[src/rtl/delf_pkg.sv]
`timescale 1ns / 1ps

package delf_pkg;

  localparam int PIX_W     = 8;
  localparam int NUM_PIX   = 8;
  localparam int STEP_W    = 8;
  localparam logic [STEP_W-1:0] STEP_RESET = 8'd8;

  typedef logic [NUM_PIX-1:0][PIX_W-1:0] delf_line_t;

  typedef struct packed {
    logic             changed;
    logic [PIX_W-1:0] new_pix5;
    logic [PIX_W-1:0] new_pix4;
  } delf_res_t;

  // (2*(p0-p3) - 5*(p1-p2) + 4) >> 3, floor shift
  function automatic logic signed [8:0] activity(
    input logic [PIX_W-1:0] p0,
    input logic [PIX_W-1:0] p1,
    input logic [PIX_W-1:0] p2,
    input logic [PIX_W-1:0] p3
  );
    logic signed [11:0] outer;
    logic signed [11:0] inner;
    logic signed [11:0] sum;
    outer = $signed({4'b0, p0}) - $signed({4'b0, p3});
    inner = $signed({4'b0, p1}) - $signed({4'b0, p2});
    sum   = (outer <<< 1) - ((inner <<< 2) + inner) + 12'sd4;
    return sum[11:3];
  endfunction

  function automatic logic [7:0] abs9(input logic signed [8:0] x);
    logic signed [8:0] mag;
    mag = x[8] ? -x : x;
    return mag[7:0];
  endfunction

  function automatic logic [PIX_W-1:0] clamp8(input logic signed [9:0] x);
    if (x[9]) begin
      return '0;
    end else if (x[8]) begin
      return '1;
    end
    return x[7:0];
  endfunction

endpackage

[src/rtl/deblock_edge_line_filter.sv]
// Input register, then result register; the filter arithmetic sits between the two.
// Throughput: one line per cycle while the result side is not stalled.
// Back-pressure on the result side stalls the input register only when both are full.
// Reset (rst, synchronous, active high) empties both registers and loads step_size with 8.
`timescale 1ns / 1ps

module deblock_edge_line_filter (
  input  logic                        clk,
  input  logic                        rst,
  input  logic                        cfg_wen,
  input  logic [delf_pkg::STEP_W-1:0] cfg_wdata,   // step_size
  input  logic                        s_axis_tvalid,
  output logic                        s_axis_tready,
  input  logic [63:0]                 s_axis_tdata, // pix1, pix2, ..., pix8
  input  logic                        s_axis_tlast, // last_line
  output logic                        m_axis_tvalid,
  input  logic                        m_axis_tready,
  output logic [15:0]                 m_axis_tdata, // new_pix4, new_pix5
  output logic                        m_axis_tuser, // changed
  output logic                        m_axis_tlast  // last
);
  import delf_pkg::*;

  logic [STEP_W-1:0] step_size;
  logic              in_valid;
  delf_line_t        in_line;
  logic              in_last;
  logic              out_valid;
  delf_res_t         out_res;
  logic              out_last;
  delf_res_t         res_next;
  logic              out_adv;
  logic              in_adv;

  assign out_adv       = !out_valid || m_axis_tready;
  assign s_axis_tready = !in_valid || out_adv;
  assign in_adv        = s_axis_tvalid && s_axis_tready;

  delf_core u_core (
    .line      (in_line),
    .step_size (step_size),
    .res       (res_next)
  );

  always_ff @(posedge clk) begin
    if (rst) begin
      step_size <= STEP_RESET;
    end else if (cfg_wen) begin
      step_size <= cfg_wdata;
    end
  end

  always_ff @(posedge clk) begin
    if (rst) begin
      in_valid  <= 1'b0;
      out_valid <= 1'b0;
    end else begin
      if (s_axis_tready) begin
        in_valid <= s_axis_tvalid;
      end
      if (out_adv) begin
        out_valid <= in_valid;
      end
    end
  end

  always_ff @(posedge clk) begin
    if (in_adv) begin
      in_line <= s_axis_tdata;
      in_last <= s_axis_tlast;
    end
    if (out_adv && in_valid) begin
      out_res  <= res_next;
      out_last <= in_last;
    end
  end

  assign m_axis_tvalid = out_valid;
  assign m_axis_tdata  = {out_res.new_pix5, out_res.new_pix4};
  assign m_axis_tuser  = out_res.changed;
  assign m_axis_tlast  = out_last;

endmodule

[src/rtl/delf_core.sv]
`timescale 1ns / 1ps

module delf_core (
  input  delf_pkg::delf_line_t         line,
  input  logic [delf_pkg::STEP_W-1:0]  step_size,
  output delf_pkg::delf_res_t          res
);
  import delf_pkg::*;

  logic signed [8:0]  a30;
  logic [7:0]         abs30;
  logic [7:0]         abs31;
  logic [7:0]         abs32;
  logic [7:0]         m;
  logic signed [8:0]  d;
  logic signed [8:0]  d_adj;
  logic signed [7:0]  c;
  logic [8:0]         diff_pos;
  logic [10:0]        prod_pos;
  logic [7:0]         a_pos;
  logic signed [11:0] diff_neg;
  logic signed [11:0] prod_neg;
  logic signed [8:0]  a_neg;
  logic               gate;
  logic               take_pos;
  logic               take_neg;
  logic signed [8:0]  a;
  logic signed [9:0]  n4;
  logic signed [9:0]  n5;

  always_comb begin
    a30   = activity(line[2], line[3], line[4], line[5]);
    abs30 = abs9(a30);
    abs31 = abs9(activity(line[0], line[1], line[2], line[3]));
    abs32 = abs9(activity(line[4], line[5], line[6], line[7]));
    m     = (abs31 < abs32) ? abs31 : abs32;

    d     = $signed({1'b0, line[3]}) - $signed({1'b0, line[4]});
    d_adj = d + $signed({8'b0, d[8]});
    c     = d_adj[8:1];

    diff_pos = {1'b0, abs30} - {1'b0, m};
    prod_pos = {diff_pos, 2'b0} + {2'b0, diff_pos};
    a_pos    = prod_pos[10:3];

    diff_neg = $signed({4'b0, m}) - $signed({4'b0, abs30});
    prod_neg = (diff_neg <<< 2) + diff_neg + 12'sd7;
    a_neg    = prod_neg[11:3];

    gate     = (abs30 < step_size) && (m < abs30);
    take_pos = gate && (c > 8'sd0) && a30[8];
    take_neg = gate && (c < 8'sd0) && !a30[8];

    a = '0;
    if (take_pos) begin
      a = (a_pos > c[7:0]) ? 9'(c) : $signed({1'b0, a_pos});
    end else if (take_neg) begin
      a = (a_neg < 9'(c)) ? 9'(c) : a_neg;
    end

    n4 = $signed({2'b0, line[3]}) - 10'(a);
    n5 = $signed({2'b0, line[4]}) + 10'(a);

    res.new_pix4 = clamp8(n4);
    res.new_pix5 = clamp8(n5);
    res.changed  = take_pos || take_neg;
  end

endmodule

[config.mk]
export PLATFORM = sky130hd
export DESIGN_NAME = deblock_edge_line_filter
export DESIGN_NICKNAME = d
export VERILOG_FILES = /design/src/rtl/delf_pkg.sv /design/src/rtl/deblock_edge_line_filter.sv /design/src/rtl/delf_core.sv
export SDC_FILE = /design/constraint.sdc
export NUM_CORES = 1
export LEC_CHECK = 0
export ABC_AREA = 1
export BUFFER_PORTS_ARGS = -buffer_cell sky130_fd_sc_hd__buf_2
export CAP_MARGIN = 20
export CORE_UTILIZATION = 50
export CTS_BUF_LIST = sky130_fd_sc_hd__clkbuf_16
export DETAILED_ROUTE_END_ITERATION = 8
export PLACE_DENSITY_LB_ADDON = 0.25
export RECOVER_POWER = 50
export REMOVE_ABC_BUFFERS = 1
export SLEW_MARGIN = 30
export SYNTH_ARGS = -nofsm -noshare
export SYNTH_HDL_FRONTEND = slang
export SYNTH_SLANG_ARGS = --single-unit
[constraint.sdc]
create_clock -name clk -period 10.53 [get_ports clk]
set_input_delay 1.053 -clock clk [delete_from_list [all_inputs] [get_ports clk]]
set_output_delay 1.053 -clock clk [all_outputs]
set_load 0.005 [all_outputs]
# After elaboration in Yosys (flattened, before gate mapping)
# Index checks and enable logic that the tools add are counted.
[op_classes] addsub=27 magnitude_cmp=7 n_mux=18 n_reduce_logical=13
[op_table] op="8-bit by 8-bit subtractor with 9-bit output" count=9
[op_table] op="8-bit two-way mux" count=10
[op_table] op="12-bit adder" count=4
[op_table] op="12-bit by 4-bit adder with 12-bit output, second input constant" count=4
[op_table] op="9-bit two-way mux" count=4
[op_table] op="12-bit subtractor" count=3
[op_table] op="8-bit less-than comparator" count=3
[op_table] op="8-bit negation" count=3
[op_table] op="11-bit by 9-bit adder with 11-bit output" count=1
[op_table] op="9-bit by 9-bit adder with 10-bit output" count=1
[op_table] op="9-bit by 9-bit subtractor with 10-bit output" count=1
[op_table] op="9-bit by 2-bit adder with 9-bit output" count=1
[op_table] op="9-bit by 8-bit less-than comparator with 1-bit output" count=1
[op_table] op="8-bit by 1-bit > comparator with 1-bit output, second input constant" count=1
[op_table] op="8-bit > comparator" count=1
[op_table] op="8-bit by 1-bit less-than comparator with 1-bit output, second input constant" count=1
[op_table] op="1-bit logical AND" count=7
[op_table] op="1-bit two-way mux" count=4
[op_table] op="1-bit logical NOT" count=3
[op_table] op="1-bit logical OR" count=3
[word_totals] regBits=93 input_bits=78 elab_cells=81

# Depth between registers and ports, before layout
# Gate-level depths: netlist (run 1).
[depth] word_depth=19 depth_mapped=86 mapped_depth_nobuf=83

# Cells and area by module
# Synthesis (run 1) repeated with hierarchy kept, for this count alone.
[hier_totals] cells_unflattened=1564 hier_area_um2=11771.3
[by_module_without_submodules] mod="delf_core" instances=1 cells_per_inst=1435 area_per_inst_um2=8928.6
[by_module_without_submodules] mod="deblock_edge_line_filter" instances=1 cells_per_inst=129 area_per_inst_um2=2842.7

# Least setup slack after synthesis (run 1)
# Ideal clock, no wire load.
[synth_path] kind="flip-flop to flip-flop" from="register in_line[17] (netlist name)" to="register out_res (netlist bit m_axis_tdata[0]) (data pin)" setup_ps=257 t_arrival_ps=10668 required_time_ps=10273 slack_ps=-396 stages_incl_launch_ff=72 path_buffers=2 period_less_slack_ps=10926 cell_sequence="edfxtp_1 inv_1 ha_1 nand3_1 nand2_1 a21oi_1 nor2_1 nor2_1 nor2_1 nor2_1 o21bai_1 xor2_1 inv_1 fa_1 ha_1 ha_1 inv_1 nor3_1 [... 36 more ...] nand2_1 nand2_1 o211ai_1 o21ai_0 ha_1 fa_1 o21ai_0 nand2_1 nand2_1 a21oi_1 nor2_1 o21ai_0 nand2_1 nand2_1 nand2_2 nand2_1 nand2_2 nand2_1"
[synth_lines] item="start, declared" line_no="deblock_edge_line_filter.sv:26" rtl="delf_line_t in_line;"
[synth_lines] item="start signal, assigned" line_no="deblock_edge_line_filter.sv:69" rtl="in_line <= s_axis_tdata;"
[synth_lines] item="end signal, assigned" line_no="deblock_edge_line_filter.sv:73" rtl="out_res <= res_next;"
[synth_lines] item="end, declared" line_no="deblock_edge_line_filter.sv:29" rtl="delf_res_t out_res;"

==> results by group, run 1 <==
Layout
  • Fin nets: 2345
  • Area growth, synth to finish: 46.7%
  • Share of layout cells above drive strength 1: 39.6%
  • Register area: 2690 µm²
  • Fin cells: 2362
  • Multi-input gate area: 9270 µm²
  • Layout fillers: 1474
  • Ant diodes: 0
  • Final core utilization: 75.5%

Critical path
  • Worst path slowest cell: fa_1
  • Startpoint Class: flip-flop
  • Crit. End Element: flip-flop
  • CP arrival: 11380 ps
  • Reg-to-reg startpoint: in_line[25]$_DFFE_PP_
  • CP Class: flip-flop to flip-flop
  • Worst path required time: 10780 ps
  • Worst Setup SP: in_line[25]$_DFFE_PP_
  • CP most frequent cell: nand2_1
  • Worst-path fanout max: 8
  • Critical Path Max Stage Delay: 600 ps

STA
  • Peak Freq: 89.9 MHz
  • Final setup vio count: 16
  • Setup TNS: -7950 ps
  • Fin. Hold Viols: 0
  • Final clock skew: 21.8 ps
  • Final Slew Violations: 19
  • Unrepaired setup endpoints after global routing: true
  • Worst Setup Slack, final: -599 ps
  • Max-Slew Margin vs Limit: -23.2%
  • Worst slew pin tran: 1850 ps
  • Period utilisation layout: 106%
  • Final min period: 11130 ps

Floorplan
  • Initial Util: 51.4%
  • Top-Level Pins: 98
  • Die ar.: 24200 µm²
  • Core area: 22900 µm²
  • Die Y: 156 µm
  • Row cnt: 55
  • Die Wd: 156 µm

Logic synthesis
  • Cell area after synthesis: 11800 µm²
  • Post-synth ARST share: 0%
  • Synth Area per Inst: 7.51 µm²
  • Synth cell types: 49
  • Post-synthesis register bit count: 93
  • Post-synth EDFFs: 83
  • Synthesized instance count: 1569
  • Synth Flop Type: edfxtp_1
  • Yosys warning total: 0
  • Seq/Total Area, Yosys: 22.8%

GRT
  • First-pass GRT wire length: 53.2 mm
  • Total track usage: 27.5%
  • Total gr overflow: 0
  • Initial antenna violation count: 0
  • Largest net degree at the start of global routing: 66
  • Vias in the first global route: 12028

Detailed routing
  • Routed Antenna Nets: 0
  • Routed vias/inst: 5.30
  • DRC Markers: 0
  • Vias post-DR: 12516
  • Initial DRC count: 723
  • Detailed-route wire length per cell: 15.7 µm
  • Total routed wirelength: 37.0 mm
  • Detailed Routing Iterations Pass 1: 6

Run
  • Number of max-cap violations: 1

Clock network
  • Clock latency on the worst-skew pair: 380 ps
  • Hold-fix buffers, CTS: 0
  • TritonCTS clock tree: done
  • H-tree depth: 3
  • CTS clock-pin slew for the worst setup and hold paths: 90 ps
  • Max clock buf depth: 2
  • CTS Sinks: 93
  • Root Buffer: clkbuf_16
  • Num CTS Buffers: 9

Placed design
  • # port buffers: 97
  • Routability congestion estimate: 0.912
  • HPWL Detailed: 25.2 mm
  • Dpl ws: -859 ps
  • Placed cells: 2283

Worst hold path
  • HP Class: flip-flop to flip-flop
  • Worst hold start: in_last$_DFFE_PP_

Status
  • Status: finished with violations
  • Failing checks: max-capacitance violations, max-slew violations, negative setup slack
[sequential cells by signal (all words and copies together) (netlist names)]
name / cells
in_line: 64
m_axis_tlast: 1
in_last: 1
m_axis_tuser: 1
step_size: 8
m_axis_tdata: 16
m_axis_tvalid: 1
in_valid: 1
[Yosys cell counts (2+ instances only)]
master    instances  area (µm²)
o211ai_1          6        45.0
nand3_1          98         490
nand3b_1          5        37.5
inv_2             2        7.51
a21o_1            9        67.6
and2_1            3        18.8
dfxtp_1          10         200
a31oi_1           9        56.3
nand2_2          11        68.8
buf_2             6        30.0
and2_4            2        17.5
ha_1            188        2350
o311ai_0          4        35.0
clkbuf_1          4        15.0
nand2_1         363        1360
nor3_1           12        60.1
nand4_1          15        93.8
nand3_4           2        35.0
inv_1           322        1210
edfxtp_1         83        2490
o21ai_2           7        61.3
fa_1             35         701
nor2_4            7        78.8
or2_2             5        31.3
buf_6             3        33.8
o21ai_0          69         345
o21a_1            2        15.0
xor2_1           73         639
a21oi_1         105         526
nand3_2           4        40.0
o21bai_1         10        75.1
xnor2_1          18         158
nor2_1           61         229
[metal layers]
layer | track usage, % | vias up | routed length [µm]
met5 | 0 | - | 0
li1 | - | 6031 | -
met4 | 11.8 | 0 | 1810
met3 | 3.67 | 147 | 2150
met1 | 32.0 | 5834 | 14200
met2 | 50.4 | 504 | 18800
[critical path, delay by kind of cell (launching register included)]
kind            cells  cell delay [ps]
xor+xnor            3              550
buf+inv            12             1420
fa+ha+maj          10             3180
flops               1              390
compound gates     19             2550
simple gates       27             2870
[path summary, 6_finish.rpt]
kind,endpoint,slack (ps),cells after the start
setup / recovery,m_axis_tdata[7]$_DFFE_PP_,-600,71
hold / removal,m_axis_tlast$_DFFE_PP_,420,0
setup reg to reg,m_axis_tdata[7]$_DFFE_PP_,-600,71
hold reg to reg,m_axis_tlast$_DFFE_PP_,420,0
[metrics by stage]
stage / area (µm²) / hold WS, ps
2_1_floorplan: 11700 / 400
3_3_place_gp: 15000 / 402
3_5_place_dp: 15000 / 407
4_1_cts: 16100 / 425
5_1_grt: 17300 / 444
6_report: 17300 / 421
[cell usage in the layout (no fill, tap or decap), types with 19 or more instances in the layout]
cell type	Yosys	final
nand2_2	11	63
o21ai_2	7	23
fa_1	35	26
a21oi_1	105	78
nand2_1	363	306
edfxtp_1	83	83
nor2_1	61	51
xor2_1	73	55
nand3_1	98	73
ha_1	188	136
xor2_2	1	19
buf_4	0	363
nand3_2	4	28
buf_2	6	93
inv_1	322	285
ha_4	0	45
o21ai_0	69	34
inv_2	2	37
a21oi_2	1	27
[repair_timing]
action / in CTS / in global routing
cloned: 1 / 1
setup endpoints to repair: 16 / 16
gates resized for setup: 116 / 244
pin swaps: 47 / 155
buffers inserted: 28 / 34
[layout make-up]
cell class	count	share of cell area [%]
Multi-Input combinational cell	1139	53.6
Clock buffer	9	1.30
Sequential cell	93	15.6
Tap cell	313	2.26
Clock inverter	7	0.470
Timing Repair Buffer	477	19.7
Inverter	324	7.06
[logic make-up (layout without fill, tap and decap cells)]
family / after synthesis / count (layout) / synth area share (%)
AOI/OAI and AO/OA: 229 / 229 / 11.0
buffers and inverters: 338 / 817 / 11.1
xor gates and xnor gates: 93 / 93 / 7.04
and+or+nand+nor: 593 / 594 / 22.1
DFF: 93 / 93 / 22.8
adders and majority gates: 223 / 223 / 25.9
Power of run 1 is not shown: default switching activity piles up to over one toggle a cycle in this logic, so the estimate is an artifact.
==> inputs of run 2 (changes only) <==
Settings changed: CTS_BUF_LIST sky130_fd_sc_hd__clkbuf_16 to sky130_fd_sc_hd__clkbuf_8 sky130_fd_sc_hd__clkbuf_16.
Clock period 10.53 ns to 12.6 ns, I/O delays scaled along.
==> run 2 against run 1 <==
The run ends with max-capacitance violations, max-slew violations left. Clock-buffer cell count is the same. Cell count shrank 16%. Die area is the same. Non-clock buffer count shrank 368.
==> results by group, run 2 (synthesized netlist as in run 1, its figures left out) <==
Layout
  • Register area: 2690 µm² (unchanged)
  • Area growth, synth to finish: 11.9% (was 46.7%)
  • Max FFs per register: 64 (unchanged)
  • Ant diodes: 0 (unchanged)
  • Final Instance Area: 13200 µm² (was 17300 µm²)
  • Fin nets: 1977 (was 2345)
  • Commonest non-fill, non-tap cell in the layout: nand2_1 (was buf_4)
  • Share of layout cells above drive strength 1: 12.1% (was 39.6%)
  • Layout fillers: 2104 (was 1474)
  • Fin cells: 1994 (was 2362)
  • Multi-input gate area: 8000 µm² (was 9270 µm²)
  • Top reg by flops: in_line (unchanged)
  • Most frequent cells in the layout: 359 x nand2_1, 320 x inv_1, 180 x ha_1 (was 363 x buf_4, 306 x nand2_1, 285 x inv_1)

Status
  • Status: finished with violations (unchanged)
  • Failing checks: max-capacitance violations, max-slew violations (was max-capacitance violations, max-slew violations, negative setup slack)

Floorplan
  • Core area: 22900 µm² (unchanged)
  • Die Wd: 156 µm (unchanged)
  • Initial Util: 51.4% (unchanged)
  • Die Y: 156 µm (unchanged)
  • Die ar.: 24200 µm² (unchanged)
  • Row cnt: 55 (unchanged)
  • Top-Level Pins: 98 (unchanged)

GRT
  • Total track usage: 22.6% (was 27.5%)
  • Vias in the first global route: 9768 (was 12028)
  • Initial antenna violation count: 0 (unchanged)
  • Total gr overflow: 0 (unchanged)
  • Largest net degree at the start of global routing: 66 (unchanged)
  • Met3 Usage GRT: 2.67% (was 3.67%)
  • Most Used Layer, Global Route: met2 (unchanged)
  • GR Layer Usage met2: 40.2% (was 50.4%)
  • Routing usage on met1: 28.2% (was 32.0%)
  • First-pass GRT wire length: 43.5 mm (was 53.2 mm)

Worst hold path
  • HP Class: flip-flop to flip-flop (unchanged)

STA
  • Final clock skew: 11.7 ps (was 21.8 ps)
  • Peak Freq: 86.5 MHz (was 89.9 MHz)
  • Final setup vio count: 0 (was 16)
  • Final min period: 11560 ps (was 11130 ps)
  • Final Slew Violations: 19 (unchanged)
  • Period utilisation layout: 91.7% (was 106%)
  • Max-Slew Margin vs Limit: -12.3% (was -23.2%)
  • Fin. Hold Viols: 0 (unchanged)
  • Hold_ws: 428 ps (was 421 ps)
  • Worst slew pin tran: 1680 ps (was 1850 ps)

Placed design
  • Placed cells: 1966 (was 2283)
  • Routability congestion estimate: 0.901 (was 0.912)
  • # port buffers: 97 (unchanged)
  • Post-Place Cell Area: 12600 µm² (was 15000 µm²)
  • HPWL Detailed: 22.5 mm (was 25.2 mm)

Clock network
  • CTS clock-pin slew for the worst setup and hold paths: 80 ps (was 90 ps)
  • H-tree depth: 3 (unchanged)
  • TritonCTS clock tree: done (unchanged)
  • CTS Sinks: 93 (unchanged)
  • Num CTS Buffers: 9 (unchanged)
  • Clock latency on the worst-skew pair: 360 ps (was 380 ps)
  • Max clock buf depth: 2 (unchanged)
  • Root Buffer: clkbuf_16 (unchanged)

Critical path
  • Critical Path Max Stage Delay: 470 ps (was 600 ps)
  • Worst path slowest cell: edfxtp_1 (was fa_1)
  • CP arrival: 11680 ps (was 11380 ps)
  • CP most frequent cell: nand2_1 (unchanged)
  • Worst path required time: 12720 ps (was 10780 ps)
  • CP Class: flip-flop to flip-flop (unchanged)
  • Crit. End Element: flip-flop (unchanged)
  • Worst-path fanout max: 13 (was 8)
  • Startpoint Class: flip-flop (unchanged)

Detailed routing
  • Routed Antenna Nets: 0 (unchanged)
  • Detailed Routing Iterations Pass 1: 5 (was 6)
  • Initial DRC count: 550 (was 723)
  • Total routed wirelength: 26.6 mm (was 37.0 mm)
  • DRC Markers: 0 (unchanged)
  • Detailed-route wire length per cell: 13.3 µm (was 15.7 µm)
  • Routed vias/inst: 5.10 (was 5.30)
  • Vias post-DR: 10173 (was 12516)

Run
  • Number of max-cap violations: 1 (unchanged)
[run 2: cell types whose count changed in the layout (fill, tap and decap cells not counted), moves of 24 or more]
| cell | previous run | this run |
|---|---|---|
| buf_4 | 363 | 12 |
| nand2_1 | 306 | 359 |
| nand2_2 | 63 | 14 |
| ha_1 | 136 | 180 |
| ha_4 | 45 | 4 |
| inv_1 | 285 | 320 |
| inv_2 | 37 | 3 |
| nand3_1 | 73 | 98 |
| nand3_2 | 28 | 3 |
| a21oi_1 | 78 | 102 |
| a21oi_2 | 27 | 3 |
| o21ai_0 | 34 | 58 |
[run 2: what timing repair did]
| item | 4_1_cts | 5_1_grt |
|---|---|---|
| hold buffers | 0 | 0 |
| endpoints found under the setup margin | 0 | 16 |
| resized for setup | 0 | 55 |
| buffers inserted | 0 | 11 |
[run 2: metrics by stage]
stage                     setup TNS, ps  util [%]  setup WS (ps)
final                                 0      57.5           1040
after detailed placement              0      54.9           85.7
after floorplan                       0         -           1650
after global placement                0      54.9            375
after global routing              -2640      57.5           -195
after CTS                             0      56.3           19.0
[run 2: layer usage]
| layer | vias up | part of all wire (%) |
|---|---|---|
| met5 | - | 0 |
| li1 | 5303 | - |
| met4 | 0 | 2.7 |
| met3 | 40 | 3.7 |
| met2 | 205 | 48 |
| met1 | 4625 | 46 |
[run 2: cell type report]
class / instances / area share [%]
clock inverter: 7 / 0.674
clock buffer: 9 / 1.71
multi-input combinational: 1139 / 60.7
tap: 313 / 2.97
inverter: 324 / 9.24
timing repair buffer: 109 / 4.33
sequential: 93 / 20.4
[run 2: worst paths after layout]
| kind | cells past startpoint | start | end | slack [ps] |
|---|---|---|---|---|
| worst min-delay path | 0 | in_last$_DFFE_PP_ | m_axis_tlast$_DFFE_PP_ | 430 |
| worst max-delay path | 72 | in_line[26]$_DFFE_PP_ | m_axis_tdata[6]$_DFFE_PP_ | 1040 |
| worst min register to register | 0 | in_last$_DFFE_PP_ | m_axis_tlast$_DFFE_PP_ | 430 |
| worst max register to register | 72 | in_line[26]$_DFFE_PP_ | m_axis_tdata[6]$_DFFE_PP_ | 1040 |
[run 2: worst max-delay path: cells and delay by family, from the launching register on]
family,cells,cell delay (ps)
AND/OR/NAND/NOR,30,3090
flip-flops,1,470
buffers and inverters,11,960
XOR/XNOR,4,730
AO/OA/AOI/OAI,17,2770
adder cells (fa/ha/maj),10,3300
Power of run 2 is left out for the same reason.
